===== config.mk =====
export PLATFORM = sky130hd
export DESIGN_NAME = tcce_csr
export DESIGN_NICKNAME = d
export VERILOG_FILES = /design/src/hdl/text_console_cursor_engine_macros.svh /design/src/hdl/tcce_pkg.sv /design/src/hdl/tcce_csr.sv
export SDC_FILE = /design/constraint.sdc
export NUM_CORES = 1
export LEC_CHECK = 0
export CAP_MARGIN = 20
export CORE_MARGIN = 2
export CORE_UTILIZATION = 35
export CTS_BUF_LIST = sky130_fd_sc_hd__clkbuf_8
export DETAILED_ROUTE_END_ITERATION = 6
export DONT_BUFFER_PORTS = 1
export PLACE_DENSITY = 0.56
export SYNTH_ARGS = -nofsm -noshare
export SYNTH_HDL_FRONTEND = slang
export SYNTH_SLANG_ARGS = --single-unit
export TNS_END_PERCENT = 30

===== constraint.sdc =====
create_clock -name clock -period 3.5 [get_ports clock]
set_input_delay 0.7 -clock clock [delete_from_list [all_inputs] [get_ports clock]]
set_output_delay 0.7 -clock clock [all_outputs]
set_load 0.01 [all_outputs]

===== src/hdl/text_console_cursor_engine_macros.svh =====
// ----------------------------------------------------------------------------
// Assertion macros for the text console cursor engine
// Both macros sample on the rising edge of clock and are off during reset.
// ----------------------------------------------------------------------------
`ifndef TEXT_CONSOLE_CURSOR_ENGINE_MACROS_SVH
`define TEXT_CONSOLE_CURSOR_ENGINE_MACROS_SVH

// same-cycle implication
`define TCCE_ASSERT_IMP(label, ante, cons, msg) \
   label: assert property (@(posedge clock) disable iff (reset) (ante) |-> (cons)) \
      else $error(msg);

// next-cycle implication
`define TCCE_ASSERT_NXT(label, ante, cons, msg) \
   label: assert property (@(posedge clock) disable iff (reset) (ante) |=> (cons)) \
      else $error(msg);

`endif


===== src/hdl/tcce_pkg.sv =====
// ----------------------------------------------------------------------------
// tcce_pkg
// Shared constants, codes and types of the text console cursor engine.
// ----------------------------------------------------------------------------
package tcce_pkg;

   // character store geometry
   localparam int STORE_ROWS  = 40;
   localparam int STORE_COLS  = 80;
   localparam int STORE_DEPTH = STORE_ROWS * STORE_COLS;
   localparam int ADDR_W      = (STORE_DEPTH > 1) ? $clog2(STORE_DEPTH) : 1;
   localparam int CNT_W       = $clog2(STORE_DEPTH + 1);

   // field widths
   localparam int ROW_W      = 6;
   localparam int COL_W      = 8;
   localparam int CHAR_W     = 8;
   localparam int ATTR_W     = 8;
   localparam int CELL_W     = CHAR_W + ATTR_W;
   localparam int KIND_W     = 3;
   localparam int OP_W       = 2;
   localparam int CSR_IDX_W  = 3;
   localparam int CSR_DATA_W = 8;

   // request operations
   localparam logic [OP_W-1:0] OP_PUT        = 2'd0;
   localparam logic [OP_W-1:0] OP_READ       = 2'd1;
   localparam logic [OP_W-1:0] OP_CLEAR      = 2'd2;
   localparam logic [OP_W-1:0] OP_SET_CURSOR = 2'd3;

   // response kinds
   localparam logic [KIND_W-1:0] KIND_SERIAL = 3'd0;
   localparam logic [KIND_W-1:0] KIND_DRAW   = 3'd1;
   localparam logic [KIND_W-1:0] KIND_SCROLL = 3'd2;
   localparam logic [KIND_W-1:0] KIND_READ   = 3'd3;
   localparam logic [KIND_W-1:0] KIND_DONE   = 3'd4;

   // register indexes
   localparam logic [CSR_IDX_W-1:0] REG_SCREEN_COLS = 3'd0;
   localparam logic [CSR_IDX_W-1:0] REG_SCREEN_ROWS = 3'd1;
   localparam logic [CSR_IDX_W-1:0] REG_SEL_ENABLE  = 3'd2;
   localparam logic [CSR_IDX_W-1:0] REG_SEL_COL_A   = 3'd3;
   localparam logic [CSR_IDX_W-1:0] REG_SEL_ROW_A   = 3'd4;
   localparam logic [CSR_IDX_W-1:0] REG_SEL_COL_B   = 3'd5;
   localparam logic [CSR_IDX_W-1:0] REG_SEL_ROW_B   = 3'd6;
   localparam logic [CSR_IDX_W-1:0] REG_SILENT      = 3'd7;

   // register reset values
   localparam logic [COL_W-1:0] RESET_COLS = 8'd80;
   localparam logic [ROW_W-1:0] RESET_ROWS = 6'd20;

   // character codes
   localparam logic [CHAR_W-1:0] CH_BS    = 8'h08;
   localparam logic [CHAR_W-1:0] CH_TAB   = 8'h09;
   localparam logic [CHAR_W-1:0] CH_NL    = 8'h0A;
   localparam logic [CHAR_W-1:0] CH_CR    = 8'h0D;
   localparam logic [CHAR_W-1:0] CH_SPACE = 8'h20;
   localparam logic [CHAR_W-1:0] CH_DEL   = 8'h7F;
   localparam logic [ATTR_W-1:0] BLANK_ATTR = 8'h07;

   // effective configuration, corners already sorted
   typedef struct packed {
      logic [COL_W-1:0] cols;
      logic [ROW_W-1:0] rows;
      logic             sel_enable;
      logic [COL_W-1:0] sel_col_lo;
      logic [COL_W-1:0] sel_col_hi;
      logic [ROW_W-1:0] sel_row_lo;
      logic [ROW_W-1:0] sel_row_hi;
      logic             silent;
   } cfg_type;

   // one write and one read access to the cell store
   typedef struct packed {
      logic              we;
      logic [ADDR_W-1:0] waddr;
      logic [CELL_W-1:0] wdata;
      logic              re;
      logic [ADDR_W-1:0] raddr;
   } mem_req_type;

endpackage


===== src/hdl/tcce_csr.sv =====
// ----------------------------------------------------------------------------
// tcce_csr
// Configuration registers; presents zero-safe screen size and sorted
// selection corners.
// ----------------------------------------------------------------------------
module tcce_csr (
   input  logic                             clock,
   input  logic                             reset,
   input  logic                             csr_we,
   input  logic [tcce_pkg::CSR_IDX_W-1:0]   csr_index,
   input  logic [tcce_pkg::CSR_DATA_W-1:0]  csr_wdata,
   output tcce_pkg::cfg_type                cfg
);
   import tcce_pkg::*;

   logic [COL_W-1:0] cols_ff;
   logic [ROW_W-1:0] rows_ff;
   logic             sel_en_ff;
   logic [COL_W-1:0] col_a_ff;
   logic [ROW_W-1:0] row_a_ff;
   logic [COL_W-1:0] col_b_ff;
   logic [ROW_W-1:0] row_b_ff;
   logic             silent_ff;

   // register writes
   always_ff @(posedge clock) begin
      if (reset) begin
         cols_ff   <= RESET_COLS;
         rows_ff   <= RESET_ROWS;
         sel_en_ff <= 1'b0;
         col_a_ff  <= '0;
         row_a_ff  <= '0;
         col_b_ff  <= '0;
         row_b_ff  <= '0;
         silent_ff <= 1'b0;
      end else if (csr_we) begin
         unique case (csr_index)
            REG_SCREEN_COLS: cols_ff   <= csr_wdata[COL_W-1:0];
            REG_SCREEN_ROWS: rows_ff   <= csr_wdata[ROW_W-1:0];
            REG_SEL_ENABLE:  sel_en_ff <= csr_wdata[0];
            REG_SEL_COL_A:   col_a_ff  <= csr_wdata[COL_W-1:0];
            REG_SEL_ROW_A:   row_a_ff  <= csr_wdata[ROW_W-1:0];
            REG_SEL_COL_B:   col_b_ff  <= csr_wdata[COL_W-1:0];
            REG_SEL_ROW_B:   row_b_ff  <= csr_wdata[ROW_W-1:0];
            REG_SILENT:      silent_ff <= csr_wdata[0];
            default: ;
         endcase
      end
   end

   // zero size acts as one; corners sorted
   always_comb begin
      cfg.cols       = (cols_ff == '0) ? COL_W'(1) : cols_ff;
      cfg.rows       = (rows_ff == '0) ? ROW_W'(1) : rows_ff;
      cfg.sel_enable = sel_en_ff;
      cfg.sel_col_lo = (col_a_ff > col_b_ff) ? col_b_ff : col_a_ff;
      cfg.sel_col_hi = (col_a_ff > col_b_ff) ? col_a_ff : col_b_ff;
      cfg.sel_row_lo = (row_a_ff > row_b_ff) ? row_b_ff : row_a_ff;
      cfg.sel_row_hi = (row_a_ff > row_b_ff) ? row_a_ff : row_b_ff;
      cfg.silent     = silent_ff;
   end

endmodule


==> summary.txt, run 1 <==
Placed design
  • Placed instance count: 349
  • Placed wire-length estimate: 3890 um
  • Placer congestion estimate: 0.811
  • I/O Buffers: 0
  • Post-placement worst setup slack: 793 ps

Critical path
  • WP data arrival: 2330 ps
  • Reg2reg start: rows_ff[2]
  • Length in cells of the worst reg-to-reg path: 2
  • Slowest cell on the critical path: sky130_fd_sc_hd__o22ai_4
  • CP peak stage delay: 510 ps
  • Setup slack of the most critical reg-to-reg path: 2630 ps
  • Type of element launching the critical path: flop
  • Critical Path RT: 2800 ps
  • Startpoint-to-endpoint class of the critical path: flop to output pin
  • Dominant delay contributor by cell family on the critical path: compound AO/OA/AOI/OAI gates
  • Peak fanout along the critical path: 16
  • List of cells traversed by the critical path: inv_1 > ha_1 > nor2b_4 > o211ai_2 > a21oi_2 > o22ai_4 > mux2_2
  • Kind of capture point of the worst setup path: output pin
  • Path length in cells of the critical path: 7
  • Endpoint of the most critical register-to-register path: rows_ff[2]
  • Critical path startpoint: col_b_ff[1]
  • Worst path buffer plus inverter count: 1

Clock tree
  • Root cell of the clock tree: sky130_fd_sc_hd__clkbuf_8
  • CTS buffer count: 5
  • Number of sinks handled by clock tree synthesis: 44
  • H-tree depth: 2
  • Postcts setup bufs: 0
  • Max clock buf depth: 2
  • Clock tree from TritonCTS: yes
  • Clock transition at path regs: 80 ps
  • Clk_lat worst skew: 290 ps
  • Count of hold-fix buffers inserted at cts: 0
  • Post-CTS Resized: 0

Routing
  • Drt via density: 4.87
  • Residual DRC count: 0
  • WL per Instance: 15.1 um
  • Total Routed Length: 5410 um
  • Drt first pass iters: 4
  • Number of DRC markers after the initial detailed-route iteration: 87
  • Count of nets left with antenna violations after detail routing: 0
  • Count of vias placed by the detailed router: 1740

Synthesis
  • Sequential-to-total area share from yosys stat: 0.354
  • Mapped Avg Cell Area: 8.88 sq um
  • Number of warnings printed during yosys synthesis: 0
  • Number of enable-type register cells in the synthesized netlist: 0
  • Number of instances in the synthesized netlist: 280
  • Async set-or-reset flop fraction in the synthesized netlist: 0
  • Mapped cell area: 2490 sq um
  • Top cell type's share of synthesized area: 0.354
  • Top_reg_cell synth: sky130_fd_sc_hd__dfxtp_1
  • Synth cell types: 38
  • Cell types with the largest area share after synthesis: sky130_fd_sc_hd__dfxtp_1 35%, sky130_fd_sc_hd__mux2_2 8.1%, sky130_fd_sc_hd__nand2_1 8.0%
  • Flip-flop and latch count after synthesis: 44
  • Cell type with the highest aggregate area in the netlist: sky130_fd_sc_hd__dfxtp_1
  • Syn Nets: 308

Power
  • Leakage component of the power: 1.02 nW
  • Power per cell area: 386 nW/um^2
  • Peak supply drop: 0.144 mV

Finish
  • Antenna Cells: 0
  • Final Instance Count excl. Fillers: 357
  • Fill count: 750
  • Signed area change from the synthesized netlist to the final layout: 3.12%
  • Layout net count: 288
  • Commonest non-fill, non-tap cell in the layout: sky130_fd_sc_hd__nand2_1
  • Final core utilization: 0.375
  • Share of post-route cells with drive strength above 1: 0.180
  • Commonest cells after routing, fill and taps aside: 53 x sky130_fd_sc_hd__nand2_1, 44 x sky130_fd_sc_hd__dfxtp_1, 28 x sky130_fd_sc_hd__a21oi_1

Floorplanning
  • Boundary pin count: 58
  • Die width: 88.3 um
  • Die height: 88.3 um
  • Initial Utilization: 0.364
  • Row Count: 30
  • Die Area: 7800 sq um
  • Core area: 6830 sq um

Min path
  • Hold wc startpoint: cols_ff[0]
  • Min-Delay Path Depth: 2
  • Worst min path class: flop to flop
  • Worst Hold Endpoint: cols_ff[0]

Timing
  • Unrepaired setup endpoints after global routing: false
  • Pins Over Slew Limit: 0
  • Worst slew slack as a fraction of its limit: 0.568
  • Highest clock rate: 330 MHz
  • Final number of setup-violating endpoints: 0
  • Worst setup skew after layout: 0 ps
  • Fin crit share: 0.867
  • Worst slew pin tran: 648 ps
  • Period minus WS final: 3030 ps
  • Setup_tns: 0 ps
  • Post-route worst setup slack: 466 ps
  • Worst-case hold slack: 454 ps
  • Count of endpoints failing hold in the final timing report: 0

Global route
  • Wire length of the first global-routing pass: 8760 um
  • Initial antenna violation count: 0
  • Via count of the first global-routing pass: 1629
  • Remaining Overflow, GRT: 0
  • GRT Util Overall: 0.148
  • Maximum number of pins on one net before global-route repair: 45

Status
  • Run status: finished clean

Flow run
  • Max_cap viols: 0
[worst register-to-register path: cells and delay by family, from the launching register on]
| family | cells | cell delay (ps) |
|---|---|---|
| AO/OA/AOI/OAI | 1 | 260 |
| AND/OR/NAND/NOR | 1 | 140 |
| flip-flops | 1 | 360 |
[report_power, final]
| part | total [mW] | leakage [nW] | internal, mW | switching, mW |
|---|---|---|---|---|
| Sequential | 0.524 | 0.356 | 0.512 | 0.0127 |
| Combinational | 0.136 | 0.608 | 0.0652 | 0.0707 |
| Clock | 0.329 | 0.0510 | 0.158 | 0.171 |
[kinds of logic (layout without fill, tap and decap cells)]
| group | Yosys count | count (layout) | synth area share |
|---|---|---|---|
| buffers and inverters | 42 | 23 | 0.0770 |
| DFF | 44 | 44 | 0.354 |
| AOI/OAI and AO/OA | 38 | 38 | 0.0981 |
| adders and majority gates | 14 | 14 | 0.0704 |
| muxes | 46 | 46 | 0.214 |
| and+or+nand+nor | 96 | 96 | 0.186 |
[worst max path at each step]
stage / end / slack (ps)
floorplan: cfg[13] / 1070
global placement: cfg[22] / 830
detailed placement: cfg[23] / 790
CTS: cfg[22] / 450
global route: cfg[28] / 310
finish: cfg[22] / 470
[per-layer routing]
metal  routed length, um  share of wire  track usage
met3                 383          0.071       0.0541
met4                  50         0.0092       0.0372
met1                2570           0.47        0.201
met5                   0              0            0
met2                2410           0.45        0.224
[flip-flops by register name, summed over array words and instances (netlist names)]
| signal | cells |
|---|---|
| cols_ff | 8 |
| rows_ff | 6 |
| col_a_ff | 8 |
| silent_ff | 1 |
| row_b_ff | 6 |
| col_b_ff | 8 |
| sel_en_ff | 1 |
| row_a_ff | 6 |
[layout make-up]
cell class                      instances  area [sq um]  area share
Multi-Input combinational cell        194          1420       0.552
Sequential cell                        44           881       0.343
Tap cell                               96           120      0.0468
Clock buffer                            6          82.6      0.0322
Inverter                               15          56.3      0.0220
Clock inverter                          2          10.0     0.00390
[stage by stage]
| stage | cell area (sq um) | power (mW) |
|---|---|---|
| floorplan | 2490 | 0.682 |
| global placement | 2470 | 0.672 |
| detailed placement | 2470 | 0.674 |
| CTS | 2560 | 1.01 |
| global route | 2560 | 1.05 |
| finish | 2560 | 0.989 |
[synthesized netlist by cell type (2+ instances only)]
| cell type | number |
|---|---|
| sky130_fd_sc_hd__nand2_1 | 53 |
| sky130_fd_sc_hd__dfxtp_1 | 44 |
| sky130_fd_sc_hd__a21oi_1 | 28 |
| sky130_fd_sc_hd__nor2_1 | 21 |
| sky130_fd_sc_hd__clkbuf_1 | 18 |
| sky130_fd_sc_hd__mux2_2 | 18 |
| sky130_fd_sc_hd__mux2i_1 | 18 |
| sky130_fd_sc_hd__inv_1 | 15 |
| sky130_fd_sc_hd__ha_1 | 14 |
| sky130_fd_sc_hd__mux2_4 | 10 |
| sky130_fd_sc_hd__buf_2 | 5 |
| sky130_fd_sc_hd__buf_4 | 3 |
| sky130_fd_sc_hd__nand4_1 | 3 |
| sky130_fd_sc_hd__a211o_1 | 2 |
| sky130_fd_sc_hd__nand2b_1 | 2 |
| sky130_fd_sc_hd__nand3b_1 | 2 |
| sky130_fd_sc_hd__nor2b_1 | 2 |
| sky130_fd_sc_hd__or2_2 | 2 |
Note: power is estimated with default switching activity, not from simulation.
==> run 2: changes to the inputs <==
CORE_UTILIZATION = 40   (was 35)
PLACE_DENSITY = 0.61   (was 0.56)
==> run 2 against run 1 <==
Compared with the run above: clock skew unchanged; final cell count down 6.2%; core utilization up 5.1 points; largest power group unchanged; sequential power about the same; wire length down 4.2%; first-iteration DRC count down 22%; global-route usage up 0.82 points; design area down 0.88%; critical endpoint unchanged; sequential cell count unchanged; via count down 0.75%.
==> summary.txt, run 2 (synthesis gave the netlist of run 1 again) <==
Placed design
  • Post-placement worst setup slack: 788 ps
  • Placed wire-length estimate: 3710 um
  • I/O Buffers: 0
  • Placer congestion estimate: 0.761

Clock tree
  • Clock transition at path regs: 80 ps
  • Post-CTS Resized: 0
  • Clock tree from TritonCTS: yes
  • Count of hold-fix buffers inserted at cts: 0
  • Root cell of the clock tree: sky130_fd_sc_hd__clkbuf_8
  • Postcts setup bufs: 0
  • Clk_lat worst skew: 290 ps
  • CTS buffer count: 5
  • H-tree depth: 2
  • Number of sinks handled by clock tree synthesis: 44
  • Max clock buf depth: 2

Finish
  • Antenna Cells: 0
  • Share of post-route cells with drive strength above 1: 0.177
  • Registers with the most flip-flops: col_a_ff x8, col_b_ff x8, cols_ff x8
  • Final core utilization: 0.427
  • Commonest cells after routing, fill and taps aside: 53 x sky130_fd_sc_hd__nand2_1, 44 x sky130_fd_sc_hd__dfxtp_1, 28 x sky130_fd_sc_hd__a21oi_1
  • Layout net count: 288
  • Commonest non-fill, non-tap cell in the layout: sky130_fd_sc_hd__nand2_1
  • Signed area change from the synthesized netlist to the final layout: 2.21%
  • Fill count: 618

Floorplanning
  • Core area: 5960 sq um
  • Row Count: 28
  • Die height: 82.9 um
  • Boundary pin count: 58
  • Initial Utilization: 0.418
  • Die width: 82.9 um
  • Die Area: 6860 sq um

Routing
  • Count of vias placed by the detailed router: 1727
  • Count of nets left with antenna violations after detail routing: 0
  • Residual DRC count: 0
  • Number of DRC markers after the initial detailed-route iteration: 68
  • Drt first pass iters: 4
  • Drt via density: 5.16
  • Total Routed Length: 5180 um
  • WL per Instance: 15.5 um

Critical path
  • Peak fanout along the critical path: 16
  • WP data arrival: 2310 ps
  • Length in cells of the worst reg-to-reg path: 2
  • Type of element launching the critical path: flop
  • Startpoint-to-endpoint class of the critical path: flop to output pin
  • Critical Path RT: 2800 ps
  • Kind of capture point of the worst setup path: output pin

Timing
  • Post-route worst setup slack: 490 ps
  • Highest clock rate: 332 MHz
  • Worst slew slack as a fraction of its limit: 0.580
  • Count of endpoints failing hold in the final timing report: 0
  • Fin crit share: 0.860
  • Final number of setup-violating endpoints: 0
  • Unrepaired setup endpoints after global routing: false
  • Worst slew pin tran: 630 ps
  • Pins Over Slew Limit: 0
  • Period minus WS final: 3010 ps
  • Setup_tns: 0 ps
  • Worst setup skew after layout: 0 ps

Global route
  • Wire length of the first global-routing pass: 8590 um
  • Maximum number of pins on one net before global-route repair: 45
  • Via count of the first global-routing pass: 1653
  • GRT Util Overall: 0.156
  • Initial antenna violation count: 0
  • Remaining Overflow, GRT: 0

Power
  • Comb pwr share: 0.135
  • Clk network pwr share: 0.339
  • Peak supply drop: 0.140 mV
  • Internal portion of total power: 0.753 mW
  • Switching Power: 0.245 mW
  • Switching share of power: 0.245
  • Leakage component of the power: 1.01 nW
  • Power per cell area: 392 nW/um^2
  • Sequential fraction of design power: 0.526

Flow run
  • Max_cap viols: 0

Status
  • Run status: finished clean

Min path
  • Worst min path class: flop to flop
  • Min-Delay Path Depth: 2
[run 2: cell types whose count changed in the layout (fill, tap and decap cells not counted)]
cell	previous run	this run
sky130_fd_sc_hd__clkinv_2	2	0
sky130_fd_sc_hd__clkbuf_8	6	7
[run 2: worst paths after layout]
path	slack (ps)	startpoint	to
setup / recovery	490	col_b_ff[1]	cfg[22]
hold / removal	460	cols_ff[0]	cols_ff[0]
setup reg to reg	2620	rows_ff[2]	rows_ff[2]
hold reg to reg	460	cols_ff[0]	cols_ff[0]
[run 2: critical path: stages (launching register included)]
cell	delay, ps
sky130_fd_sc_hd__dfxtp_1	370
sky130_fd_sc_hd__inv_1	50
sky130_fd_sc_hd__ha_1	290
sky130_fd_sc_hd__nor2b_4	130
sky130_fd_sc_hd__o211ai_2	140
sky130_fd_sc_hd__a21oi_2	90
sky130_fd_sc_hd__o22ai_4	490
sky130_fd_sc_hd__mux2_2	440
[run 2: stage by stage]
stage | power [mW] | hold slack [ps] | std cells | area (sq um)
floorplan | 0.682 | 437 | 280 | 2490
global placement | 0.671 | 437 | 328 | 2450
detailed placement | 0.672 | 448 | 328 | 2450
CTS | 1.01 | 459 | 335 | 2540
global route | 1.04 | 458 | 335 | 2540
finish | 0.997 | 457 | 335 | 2540
[run 2: layout make-up]
type	instances	area, sq um	share of cell area
Sequential cell	44	881	0.346
Inverter	15	56.3	0.0221
Multi-Input combinational cell	194	1420	0.557
Clock buffer	7	96.3	0.0379
Tap cell	75	93.8	0.0369
[run 2: layer usage]
metal,vias to the layer above,track usage,routed length (um)
met5,-,0,0
met4,0,0.0581,80
met3,7,0.0497,297
met2,36,0.244,2280
met1,795,0.201,2530
li1,889,-,-
[run 2: power groups by stage]
stage	clock network, mW	registers [mW]	logic [mW]
2_1_floorplan	0	0.530	0.152
3_3_place_gp	0	0.536	0.134
3_5_place_dp	0	0.536	0.136
4_1_cts	0.351	0.525	0.137
5_1_grt	0.368	0.527	0.149
6_report	0.338	0.524	0.134
==> run 3: changes to the inputs <==
CORE_UTILIZATION = 30   (was 40)
PLACE_DENSITY = 0.51   (was 0.61)
RECOVER_POWER = 100   (was default)
==> run 3 against run 2 <==
Compared with the run above: largest power group unchanged; wire length is 8.5% higher; worst setup slack better by 81 ps; largest cell class unchanged; first-iteration DRC count is 54% lower; clock skew stayed put; critical path depth stayed put; highest routed layer unchanged; fmax is 2.8% higher; sequential power hardly changed.
==> summary.txt, run 3 (synthesis gave the netlist of run 1 again) <==
Status
  • Run status: finished clean

Power
  • Leakage component of the power: 1.02 nW
  • Switching Power: 0.251 mW
  • Comb pwr share: 0.113
  • Clk network pwr share: 0.396
  • Internal portion of total power: 0.818 mW
  • Total Power: 1.07 mW
  • Switching share of power: 0.235
  • Peak supply drop: 0.260 mV
  • Power per cell area: 419 nW/um^2
  • Sequential fraction of design power: 0.490

Finish
  • Signed area change from the synthesized netlist to the final layout: 2.62%
  • Commonest cells after routing, fill and taps aside: 53 x sky130_fd_sc_hd__nand2_1, 44 x sky130_fd_sc_hd__dfxtp_1, 28 x sky130_fd_sc_hd__a21oi_1
  • Final Instance Count excl. Fillers: 366
  • Antenna Cells: 0
  • Share of post-route cells with drive strength above 1: 0.0651
  • Final core utilization: 0.314
  • Commonest non-fill, non-tap cell in the layout: sky130_fd_sc_hd__nand2_1
  • Layout net count: 288
  • Post-route design area: 2550 sq um
  • Registers with the most flip-flops: col_a_ff x8, col_b_ff x8, cols_ff x8
  • Fill count: 876

Floorplanning
  • Row Count: 33
  • Die Area: 9040 sq um
  • Die height: 95.1 um
  • Core area: 8130 sq um
  • Die width: 95.1 um
  • Boundary pin count: 58
  • Initial Utilization: 0.306

Placed design
  • Placed instance count: 358
  • Placed wire-length estimate: 4030 um
  • Placer congestion estimate: 0.758
  • Post-placement worst setup slack: 781 ps
  • Area after DPL: 2480 sq um
  • I/O Buffers: 0

Timing
  • Setup_tns: 0 ps
  • Worst slew slack as a fraction of its limit: 0.236
  • Post-route worst setup slack: 570 ps
  • Highest clock rate: 341 MHz
  • Count of endpoints failing hold in the final timing report: 0
  • Final number of setup-violating endpoints: 0
  • Worst-case hold slack: 470 ps
  • Period minus WS final: 2930 ps
  • Fin crit share: 0.837
  • Worst setup skew after layout: 0 ps
  • Worst slew pin tran: 1140 ps
  • Unrepaired setup endpoints after global routing: false
  • Pins Over Slew Limit: 0

Critical path
  • Reg2reg start: rows_ff[2]
  • List of cells traversed by the critical path: inv_1 > ha_1 > nor2b_4 > o211ai_2 > a21oi_2 > o22ai_4 > mux2_1
  • Endpoint of the most critical register-to-register path: rows_ff[2]
  • Length in cells of the worst reg-to-reg path: 2
  • Setup slack of the most critical reg-to-reg path: 2620 ps
  • Critical Path RT: 2800 ps
  • Dominant delay contributor by cell family on the critical path: compound AO/OA/AOI/OAI gates
  • Slowest cell on the critical path: sky130_fd_sc_hd__mux2_1
  • WP data arrival: 2230 ps
  • CP peak stage delay: 440 ps
  • Kind of capture point of the worst setup path: output pin
  • Type of element launching the critical path: flop
  • Peak fanout along the critical path: 16
  • Worst path buffer plus inverter count: 1
  • Startpoint-to-endpoint class of the critical path: flop to output pin

Global route
  • Maximum number of pins on one net before global-route repair: 45
  • GRT Util Overall: 0.127
  • Wire length of the first global-routing pass: 8650 um
  • Initial antenna violation count: 0
  • Remaining Overflow, GRT: 0
  • Via count of the first global-routing pass: 1625

Clock tree
  • Count of hold-fix buffers inserted at cts: 0
  • Number of sinks handled by clock tree synthesis: 44
  • H-tree depth: 2
  • CTS buffer count: 5
  • Clock tree from TritonCTS: yes
  • Post-CTS Resized: 0
  • Clk_lat worst skew: 290 ps
  • Root cell of the clock tree: sky130_fd_sc_hd__clkbuf_8
  • Clock transition at path regs: 80 ps
  • Postcts setup bufs: 0
  • Max clock buf depth: 2

Routing
  • Total Routed Length: 5630 um
  • Count of nets left with antenna violations after detail routing: 0
  • Drt first pass iters: 4
  • Residual DRC count: 0
  • Number of DRC markers after the initial detailed-route iteration: 31
  • Count of vias placed by the detailed router: 1740
  • Drt via density: 4.75
  • WL per Instance: 15.4 um

Min path
  • Min-Delay Path Depth: 1
  • Worst min path class: input port to flop
  • Hold wc startpoint: reset
  • Worst Hold Endpoint: cols_ff[2]

Flow run
  • Max_cap viols: 0
-- run 3: changes by cell type in the layout (fill, tap and decap cells not counted), moves of 2 or more --
| cell | previous run | this run |
|---|---|---|
| sky130_fd_sc_hd__mux2_2 | 18 | 0 |
| sky130_fd_sc_hd__mux2_4 | 10 | 1 |
| sky130_fd_sc_hd__nor3_1 | 1 | 3 |
| sky130_fd_sc_hd__mux2_1 | 0 | 27 |
-- run 3: worst reg2reg max path, delay by kind of cell (launching register included) --
family,cells,cell delay [ps]
AOI/OAI and AO/OA,1,280
DFF,1,360
and+or+nand+nor,1,140
-- run 3: cell type report --
class                           count  area, sq um  share of cell area
Sequential cell                    44          881               0.345
Clock buffer                        7         96.3              0.0377
Clock inverter                      1         30.0              0.0118
Multi-Input combinational cell    194         1360               0.532
Inverter                           15         56.3              0.0221
Tap cell                          105          131              0.0515
-- run 3: how the worst max path moves through the flow --
stage / startpoint / end / slack [ps] / depth (start not counted)
final: col_b_ff[1] / cfg[16] / 570 / 7
after global routing: col_b_ff[7] / cfg[16] / 380 / 6
after CTS: col_b_ff[1] / cfg[22] / 450 / 7
after detailed placement: col_b_ff[1] / cfg[22] / 780 / 7
after global placement: col_b_ff[1] / cfg[22] / 810 / 7
after floorplan: col_b_ff[1] / cfg[13] / 1070 / 8
-- run 3: power by group through the flow --
| stage | sequential [mW] | clock [mW] | combinational (mW) |
|---|---|---|---|
| after floorplan | 0.530 | 0 | 0.152 |
| after global placement | 0.536 | 0 | 0.136 |
| after detailed placement | 0.537 | 0 | 0.137 |
| after CTS | 0.525 | 0.440 | 0.138 |
| after global routing | 0.526 | 0.461 | 0.134 |
| final | 0.524 | 0.423 | 0.121 |
-- run 3: routing by layer --
metal / routed length, um / GRT usage / share of wire
met1: 2690 / 0.172 / 0.48
met2: 2520 / 0.202 / 0.45
met3: 384 / 0.0372 / 0.068
met4: 32 / 0.0290 / 0.0057
met5: 0 / 0 / 0
